$ cat src/hw/rtl/apsp_pkg.sv
// Shared constants, codes and controller/datapath interface types for the shortest path block.
package apsp_pkg;

  // Default sizes for the top level parameters.
  localparam int unsigned MAX_NODES_DEF = 64;
  localparam int unsigned DIST_BITS_DEF = 16;

  // Fixed port field widths.
  localparam int unsigned NODE_BITS = 6;
  localparam int unsigned LEN_BITS  = 16;
  localparam int unsigned VIA_BITS  = 6;
  localparam int unsigned CFG_BITS  = 7;

  // Node count register value after reset.
  localparam logic [CFG_BITS-1:0] NODE_COUNT_RST = 7'd64;

  // Item function codes.
  localparam logic [1:0] FUNC_WRITE = 2'd0;
  localparam logic [1:0] FUNC_RUN   = 2'd1;
  localparam logic [1:0] FUNC_READ  = 2'd2;

  // Controller states.
  typedef enum logic [2:0] {
    S_IDLE,
    S_WRITE,
    S_READ,
    S_RUN_ROW,
    S_RUN_IK,
    S_RUN_RD,
    S_RUN_UPD,
    S_FINISH
  } ctrl_state_t;

  // Commands from the controller to the datapath.
  typedef struct packed {
    logic ld_item;
    logic wr_item;
    logic rd_item;
    logic rd_ik;
    logic latch_ik;
    logic rd_pair;
    logic upd_pair;
    logic col_inc;
    logic col_clr;
    logic row_inc;
    logic row_clr;
    logic piv_inc;
    logic piv_clr;
    logic ld_out;
  } apsp_cmd_t;

  // Status from the datapath to the controller.
  typedef struct packed {
    logic n_zero;
    logic col_last;
    logic row_last;
    logic piv_last;
    logic cnt_zero;
    logic out_free;
  } apsp_stat_t;

endpackage

$ cat src/hw/rtl/apsp_ctrl.sv
// Controller state machine that sequences writes, reads and the relaxation run.
module apsp_ctrl (
  input  logic                clk,
  input  logic                rst_n,
  input  logic                in_valid,
  input  logic [1:0]          in_func,
  input  apsp_pkg::apsp_stat_t stat,
  output logic                in_ready,
  output apsp_pkg::apsp_cmd_t  cmd
);

  apsp_pkg::ctrl_state_t state_r;
  apsp_pkg::ctrl_state_t state_nxt;
  logic                  accept;

  assign accept = in_valid && in_ready;

  // State register.
  always_ff @(posedge clk) begin
    if (!rst_n) begin
      state_r <= apsp_pkg::S_IDLE;
    end else begin
      state_r <= state_nxt;
    end
  end

  // Next state and datapath commands.
  always_comb begin
    state_nxt = state_r;
    cmd       = '0;
    in_ready  = 1'b0;
    unique case (state_r)
      apsp_pkg::S_IDLE: begin
        // The block is always ready here, so a valid item is taken at once.
        in_ready    = 1'b1;
        cmd.ld_item = in_valid;
        if (in_valid) begin
          priority if (in_func == apsp_pkg::FUNC_WRITE) begin
            state_nxt = apsp_pkg::S_WRITE;
          end else if (in_func == apsp_pkg::FUNC_READ) begin
            state_nxt = apsp_pkg::S_READ;
          end else if (in_func == apsp_pkg::FUNC_RUN && !stat.n_zero) begin
            state_nxt = apsp_pkg::S_RUN_ROW;
          end else begin
            state_nxt = apsp_pkg::S_FINISH;
          end
        end
      end
      apsp_pkg::S_WRITE: begin
        cmd.wr_item = 1'b1;
        state_nxt   = apsp_pkg::S_FINISH;
      end
      apsp_pkg::S_READ: begin
        cmd.rd_item = 1'b1;
        state_nxt   = apsp_pkg::S_FINISH;
      end
      apsp_pkg::S_RUN_ROW: begin
        cmd.rd_ik = 1'b1;
        state_nxt = apsp_pkg::S_RUN_IK;
      end
      apsp_pkg::S_RUN_IK: begin
        cmd.latch_ik = 1'b1;
        state_nxt    = apsp_pkg::S_RUN_RD;
      end
      apsp_pkg::S_RUN_RD: begin
        cmd.rd_pair = 1'b1;
        state_nxt   = apsp_pkg::S_RUN_UPD;
      end
      apsp_pkg::S_RUN_UPD: begin
        cmd.upd_pair = 1'b1;
        // Advance column, then row, then pivot.
        if (!stat.col_last) begin
          cmd.col_inc = 1'b1;
          state_nxt   = apsp_pkg::S_RUN_RD;
        end else if (!stat.row_last) begin
          cmd.col_clr = 1'b1;
          cmd.row_inc = 1'b1;
          state_nxt   = apsp_pkg::S_RUN_ROW;
        end else if (!stat.piv_last) begin
          cmd.col_clr = 1'b1;
          cmd.row_clr = 1'b1;
          cmd.piv_inc = 1'b1;
          state_nxt   = apsp_pkg::S_RUN_ROW;
        end else begin
          cmd.col_clr = 1'b1;
          cmd.row_clr = 1'b1;
          cmd.piv_clr = 1'b1;
          state_nxt   = apsp_pkg::S_FINISH;
        end
      end
      apsp_pkg::S_FINISH: begin
        if (stat.out_free) begin
          cmd.ld_out = 1'b1;
          state_nxt  = apsp_pkg::S_IDLE;
        end
      end
      default: begin
        state_nxt = apsp_pkg::S_IDLE;
      end
    endcase
  end

  // The run counters are back at zero whenever no item is in progress.
  a_idle_cnt_zero: assert property (@(posedge clk) disable iff (!rst_n)
    (state_r == apsp_pkg::S_IDLE) |-> stat.cnt_zero)
    else $error("run counters not cleared while idle");

  // A run over at least one node starts with a row fetch.
  a_run_start: assert property (@(posedge clk) disable iff (!rst_n)
    (accept && in_func == apsp_pkg::FUNC_RUN && !stat.n_zero)
      |=> (state_r == apsp_pkg::S_RUN_ROW))
    else $error("run item did not start the relaxation");

  // The last relaxation of a run leads to the result.
  a_run_end: assert property (@(posedge clk) disable iff (!rst_n)
    (state_r == apsp_pkg::S_RUN_UPD && stat.col_last && stat.row_last && stat.piv_last)
      |=> (state_r == apsp_pkg::S_FINISH))
    else $error("run did not finish after the last relaxation");

  // Handing over a result frees the block for the next item.
  a_finish_idle: assert property (@(posedge clk) disable iff (!rst_n)
    (state_r == apsp_pkg::S_FINISH && stat.out_free) |=> (state_r == apsp_pkg::S_IDLE))
    else $error("result handed over but block not idle");

endmodule

$ cat config.mk
export PLATFORM = sky130hd
export DESIGN_NAME = apsp_ctrl
export DESIGN_NICKNAME = d
export VERILOG_FILES = /design/src/hw/rtl/apsp_pkg.sv /design/src/hw/rtl/apsp_ctrl.sv
export SDC_FILE = /design/constraint.sdc
export NUM_CORES = 1
export LEC_CHECK = 0
export ABC_AREA = 1
export BUFFER_PORTS_ARGS = -buffer_cell sky130_fd_sc_hd__buf_2
export CORE_AREA = 2 2 39 41
export CTS_CLUSTER_SIZE = 8
export DETAILED_ROUTE_END_ITERATION = 10
export DIE_AREA = 0 0 41 43
export SETUP_SLACK_MARGIN = 0.4
export SYNTH_ARGS = -nofsm -noshare
export SYNTH_HDL_FRONTEND = slang
export SYNTH_SLANG_ARGS = --single-unit
$ cat constraint.sdc
create_clock -name clk -period 2.6 [get_ports clk]
set_clock_uncertainty 0.15 [all_clocks]
set_input_delay 0.52 -clock clk [delete_from_list [all_inputs] [get_ports clk]]
set_output_delay 0.52 -clock clk [all_outputs]
set_load 0.02 [all_outputs]
Word-level counts from Yosys, hierarchy flattened:

Index checks and enable logic that the tools add are counted.
Widths: inputs -> output; s select.

* register bits after elaboration: 3
* output and inout bits: 15
* word-level logic and storage cells: 43

* equality and inequality tests: 11
* muxes and demuxes: 25
* reductions and logical operators: 6

Operators with widths (count)
* $mux 3: 9
* $pmux 3 s7: 1
* $mux 1: 13
* $eq 3x3->1 const B: 4
* $mux 7: 1
* $eq 3x2->1 const B: 2
* $mux 5: 1
* $ne 2x2->1 const B: 2
* $eq 3x1->1 const B: 1
* $logic_not 3->1: 1
* $eq 2x1->1 const B: 1
* $eq 2x2->1 const B: 1
* $logic_not 2->1: 1
* $reduce_and 2->1: 1
* $reduce_or 2->1: 1
* $logic_and 1x1->1: 1
* $logic_not 1->1: 1

Longest topological paths before layout:

Gate-level depths: netlist of the first run.

* word-level depth: 7
* depth in mapped cells: 6
* gate-level depth less buffers: 6

Least setup slack after synthesis of the first run:

Ideal clock, no wire load.

* path kind: input port to output port
* from: input stat[4] (netlist bit)
* to: output cmd[2] (netlist bit)
* arrival time: 1.274 ns
* required time: 1.930 ns
* slack: 0.656 ns
* cell stages on the path: 2
* buffers on the path: 0
* cells stage by stage: inv_1 -> nor4_1

RTL lines
* start, declared: RTL line apsp_ctrl.sv:7 `input apsp_pkg::apsp_stat_t stat,`
* end, declared: RTL line apsp_ctrl.sv:9 `output apsp_pkg::apsp_cmd_t cmd`

==> results of run 1 <==
## worst reg2reg max path, cell delays in order, from the launching register on
cell and delay (ns):
dfxtp_1 0.48, inv_1 0.12, o21ai_1 0.16, nand3_1 0.09, nor2_1 0.12, nor2_1 0.05
## final cells by class
type                    count  area [sq um]  area share (%)
repair buffers             24         120.1           25.81
clock buffers               4         26.28           5.645
well taps                  16         20.02           4.301
inverters                  12         45.04           9.677
flip-flops and latches      3         60.06           12.90
multi-input cells          40         193.9           41.67
## placed cells by master, fill, tap and decap left out
cell type and count:
inv_2 2, o21ai_1 1, nand2_1 8, clkbuf_1 1
and3_1 1, inv_1 10, nand3_1 5, nand4_1 1
clkbuf_4 3, a21oi_1 4, buf_2 24, o21ai_0 1
nor3_1 6, nor4_1 1, nand2_2 1, nor2_2 2
nor2_1 8, dfxtp_1 3, nor2_4 1
## cells by family (layout without fill, tap and decap cells)
kind of cell    Yosys count  count (layout)  share of synthesized area [%]
simple gates             34              34                          52.83
buf+inv                  13              40                          18.15
compound gates            6               6                          9.675
flops                     3               3                          19.36
## per-layer routing
metal  routed length, um  GRT usage (%)
met3                  61          2.094
met4                  17          7.333
met2                 410          18.75
met1                 385          9.615
met5                   0              0
## worst max-delay path by stage
stage,start,slack (ns),cells past startpoint,end
after CTS,state_r[1],0.60,6,cmd[1]
after floorplan,stat[4],0.66,2,cmd[2]
final,state_r[1],0.62,6,cmd[1]
after global routing,state_r[1],0.46,6,cmd[1]
after detailed placement,stat[4],0.81,4,cmd[2]
after global placement,stat[4],0.80,4,cmd[2]
## power by group
group	switching (mW)	internal [mW]	total, mW
clock	0.0237	0.0575	0.0812
sequential	0.0433	0.0686	0.112
combinational	0.211	0.103	0.314
==> flow_metrics.py, run 1 <==
metrics = {
    "status": {
        "run_status": "finished clean",
    },
    "timing": {
        "fin_ws_ns": 0.6221,
        "drv_slew": 0,
        "slew-limit-headroom_pct": 80.05,
        "fmax_ghz": 0.5056,
        "post-route-period-util_pct": 76.07,
        "worstMarginPinSlew_ns": 0.2989,
        "hold_slack_ns": 0.4216,
        "setup_viol": 0,
        "hold_viol": 0,
        "rsz0062_at_grt": "false",
        "period_needed_ns": 1.978,
        "finalSetupTns_ns": 0,
    },
    "cts": {
        "post_cts_resized": 0,
        "root_buffer": "clkbuf_4",
        "path_clk_slew_ns": 0.04,
        "cts_tree": "built",
        "ctsHoldBuffers": 0,
        "cts_setup_buffers": 0,
        "clock_latency_ns": 0.23,
        "htree_levels": 1,
        "numCtsBuffers": 3,
        "clkSinkCount": 3,
        "cts_buffer_depth": 2,
    },
    "synthesis": {
        "async_flop_share_pct": 0,
        "synth_top_area_share_pct": 19.35,
        "synthTopCellsByCount": "inv_1 (10), nand2_1 (8), nor2_1 (8), nor3_1 (6), nand3_1 (5)",
        "yosys.area.top_type": "dfxtp_1",
        "synth_edf_count": 0,
        "synthFlopType": "dfxtp_1",
        "synth_area_leaders": "dfxtp_1 (19%), inv_1 (12%), nor3_1 (9.7%)",
        "ys_types": 17,
        "synth_seq_area_share_pct": 19.35,
        "yosysMostFrequentCell": "inv_1",
        "synth_fp_nets": 67,
        "syn_avg_cell_area_sq_um": 5.541,
        "mappedNetlistArea_sq_um": 310.3,
        "netlist_instances": 56,
        "synth-seq-cells": 3,
        "yosys_warnings": 0,
    },
    "layout": {
        "drive_gt1_share_pct": 39.76,
        "final_net_count": 95,
        "stdcell_count": 99,
        "syn2layout_area_growth_pct": 50.00,
        "finalInstanceArea_sq_um": 465.4,
        "finalCoreUtilization_pct": 33.63,
        "largest-register": "state_r",
        "reg_top3": "state_r (3)",
        "nFillCells": 168,
        "largest_reg_flops": 3,
        "diodes": 0,
    },
    "route": {
        "via_per_inst": 4.333,
        "routedWlPerCell_um": 8.828,
        "routed_wl_um": 874,
        "ant_nets": 0,
        "vias": 429,
        "drc": 0,
        "drt-initial-drc-count": 6,
        "drt_pass1_iterations": 4,
    },
    "critical_path": {
        "cp-start-kind": "flip-flop",
        "worstSetupPathType": "reg -> out",
        "slowest_stage": "dfxtp_1",
        "critical_path.max_stage_delay_ns": 0.41,
        "ff2ff_setup_slack_ns": 1.33,
        "crit_family": "simple AND/OR/NAND/NOR gates",
        "endpoint_kind": "primary output",
        "crit_buf_inv": 2,
        "rr_endpoint": "state_r[1]",
        "rr_startpoint": "state_r[2]",
        "worstRegToRegCells": 5,
        "crit_fanout": 6,
        "arrival_ns": 1.31,
        "path_cells": "inv_2, nor2_4, nand2_2, nor2_2, and3_1, buf_2",
        "cp.required_ns": 1.93,
    },
    "job": {
        "drv_cap": 0,
    },
    "grt": {
        "grt.total_usage_pct": 10.53,
        "grt-ovfl-total": 0,
        "first_global_vias": 386,
        "grt_max_degree": 9,
        "antenna_found_initial": 0,
        "grt_pass1_wl_um": 1283,
    },
    "placement": {
        "portBuffers": 24,
        "dp_worst_setup_slack_ns": 0.8081,
        "gp_congestion": 0.7593,
        "dpl_cell_area_sq_um": 439.2,
        "hpwl_um": 710.8,
        "dp_cells": 95,
    },
    "power": {
        "power.density_nw_per_um2": 1090,
        "peakVddDrop_mv": 0.3293,
        "total_power_uw": 507.2,
        "p_leak_nw": 0.2927,
    },
    "floorplan": {
        "rows": 14,
        "die_h_um": 43,
        "die_area_sq_um": 1763,
        "core_area_sq_um": 1384,
        "dieWidth_um": 41,
        "boundaryPins": 26,
        "start_util_pct": 22.42,
    },
    "min_path": {
        "min_delay_path_depth": 3,
        "holdPathEnd": "state_r[1]",
        "hold_path_class": "in -> reg",
        "hp-start": "rst_n",
    },
}
(Power assumes the default switching activity.)
==> run 2, diff against run 1 <==
==> constraint.sdc (replaced) <==
create_clock -name clk -period 1.85 [get_ports clk]
set_clock_uncertainty 0.15 [all_clocks]
set_input_delay 0.37 -clock clk [delete_from_list [all_inputs] [get_ports clk]]
set_output_delay 0.37 -clock clk [all_outputs]
set_load 0.02 [all_outputs]
==> flow_metrics.py, run 2 (same netlist as run 1, synthesis figures left out) <==
metrics = {
    "timing": {
        "hold_viol": 0,
        "drv_slew": 0,
        "hold_slack_ns": 0.2602,
        "post-route-period-util_pct": 91.26,
        "worstMarginPinSlew_ns": 0.2423,
        "fin_ws_ns": 0.1617,
        "period_needed_ns": 1.688,
        "finalSetupTns_ns": 0,
        "fmax_ghz": 0.5923,
        "setup_viol": 0,
        "slew-limit-headroom_pct": 83.83,
        "rsz0062_at_grt": "true",
    },
    "critical_path": {
        "crit_buf_inv": 2,
        "cp.required_ns": 1.33,
        "crit_family": "simple AND/OR/NAND/NOR gates",
        "crit_fanout": 5,
        "crit_top_cell": "nor2_4",
        "rr_startpoint": "state_r[1]",
        "worstSetupPathType": "reg -> out",
        "arrival_ns": 1.17,
        "slowest_stage": "dfxtp_4",
        "path_cells": "inv_4, nor2_4, nand2_4, nor2_4, and3_4, buf_6",
        "critical_path.max_stage_delay_ns": 0.35,
        "startpoint": "state_r[1]",
        "cp-start-kind": "flip-flop",
        "endpoint_kind": "primary output",
    },
    "power": {
        "p_switching_uw": 495.7,
        "netSwitchingFraction_pct": 48.44,
        "p_clk_share_pct": 10.9,
        "power_frac_seq_pct": 17.8,
        "internal-power_uw": 527.5,
        "total_power_mw": 1.023,
        "pwr-share-comb_pct": 71.3,
        "power.density_nw_per_um2": 1555,
        "peakVddDrop_mv": 0.6942,
        "p_leak_nw": 0.3437,
    },
    "grt": {
        "antenna_found_initial": 0,
        "grt.total_usage_pct": 11.74,
        "grt_pass1_wl_um": 1490,
        "first_global_vias": 443,
        "grt_max_degree": 9,
        "grt-ovfl-total": 0,
    },
    "cts": {
        "clock_latency_ns": 0.23,
        "root_buffer": "clkbuf_4",
        "clkSinkCount": 3,
        "cts_tree": "built",
        "numCtsBuffers": 3,
        "htree_levels": 1,
        "ctsHoldBuffers": 0,
        "path_clk_slew_ns": 0.04,
        "cts_buffer_depth": 2,
    },
    "layout": {
        "final_cell_mix": "buf_2 (12), buf_4 (10), inv_1 (9)",
        "layout_commonest_cell": "buf_2",
        "diodes": 0,
        "multiInputGateArea_sq_um": 267.8,
        "reg_top3": "state_r (3)",
        "drive_gt1_share_pct": 60.67,
        "largest-register": "state_r",
        "largest_reg_flops": 3,
        "nFillCells": 138,
        "seq_area_sq_um": 71.32,
        "final_net_count": 101,
        "syn2layout_area_growth_pct": 112.1,
    },
    "floorplan": {
        "die_h_um": 43,
        "boundaryPins": 26,
        "rows": 14,
        "start_util_pct": 22.42,
        "die_area_sq_um": 1763,
        "core_area_sq_um": 1384,
        "dieWidth_um": 41,
    },
    "route": {
        "vias": 466,
        "routedWlPerCell_um": 9.590,
        "drt_pass1_iterations": 2,
        "drt-initial-drc-count": 6,
        "drc": 0,
        "routed_wl_um": 1007,
        "ant_nets": 0,
        "via_per_inst": 4.438,
    },
    "placement": {
        "dp_worst_setup_slack_ns": 0.2538,
        "gp_congestion": 0.7666,
        "portBuffers": 24,
        "hpwl_um": 757,
    },
    "status": {
        "run_status": "finished clean",
    },
    "min_path": {
        "hp-start": "rst_n",
        "hold_path_class": "in -> reg",
    },
    "job": {
        "drv_cap": 0,
    },
}
## run 2: worst paths after layout
kind | end | slack, ns | cells after the start
min | state_r[1] | 0.26 | 3
max reg2reg | state_r[2] | 0.42 | 8
max | cmd[1] | 0.16 | 6
min reg2reg | state_r[0] | 0.56 | 4
## run 2: worst register-to-register path: cells and delay by family (launching register included)
family,cells,cell delay [ns]
compound gates,1,0.14
buf+inv,3,0.37
simple gates,4,0.34
flops,1,0.34
## run 2: cell type report
| class | instances | share of cell area, % |
|---|---|---|
| well taps | 16 | 3.042 |
| flip-flops and latches | 3 | 10.84 |
| inverters | 12 | 7.224 |
| repair buffers | 30 | 34.22 |
| multi-input cells | 40 | 40.68 |
| clock buffers | 4 | 3.992 |
## run 2: power by group through the flow
stage | combinational, mW | clock (mW) | sequential, mW
after floorplan | 0.388 | 0 | 0.134
after global placement | 0.460 | 0 | 0.164
after detailed placement | 0.464 | 0 | 0.167
after CTS | 0.660 | 0.115 | 0.181
after global routing | 0.794 | 0.119 | 0.191
final | 0.730 | 0.112 | 0.182
## run 2: metrics by stage
stage | cell area, sq um | cells | util, %
2_1_floorplan | 350.3 | 56 | -
3_3_place_gp | 479.2 | 95 | 34.63
3_5_place_dp | 479.2 | 95 | 34.63
4_1_cts | 615.6 | 105 | 44.48
5_1_grt | 658.1 | 105 | 47.56
6_report | 658.1 | 105 | 47.56
## run 2: per-layer routing
metal  track usage, %  vias to the layer above  routed length, um
li1                 -                      248                  -
met1            11.22                      200                406
met2            22.19                       18                523
met3            2.618                        0                 78
met4            4.000                        0                  0
met5                0                        -                  0
## run 2: timing repair
action,in CTS,in global routing
pin swaps,3,5
endpoints found under the setup margin,15,16
buffers inserted,6,0
gates resized for setup,25,11
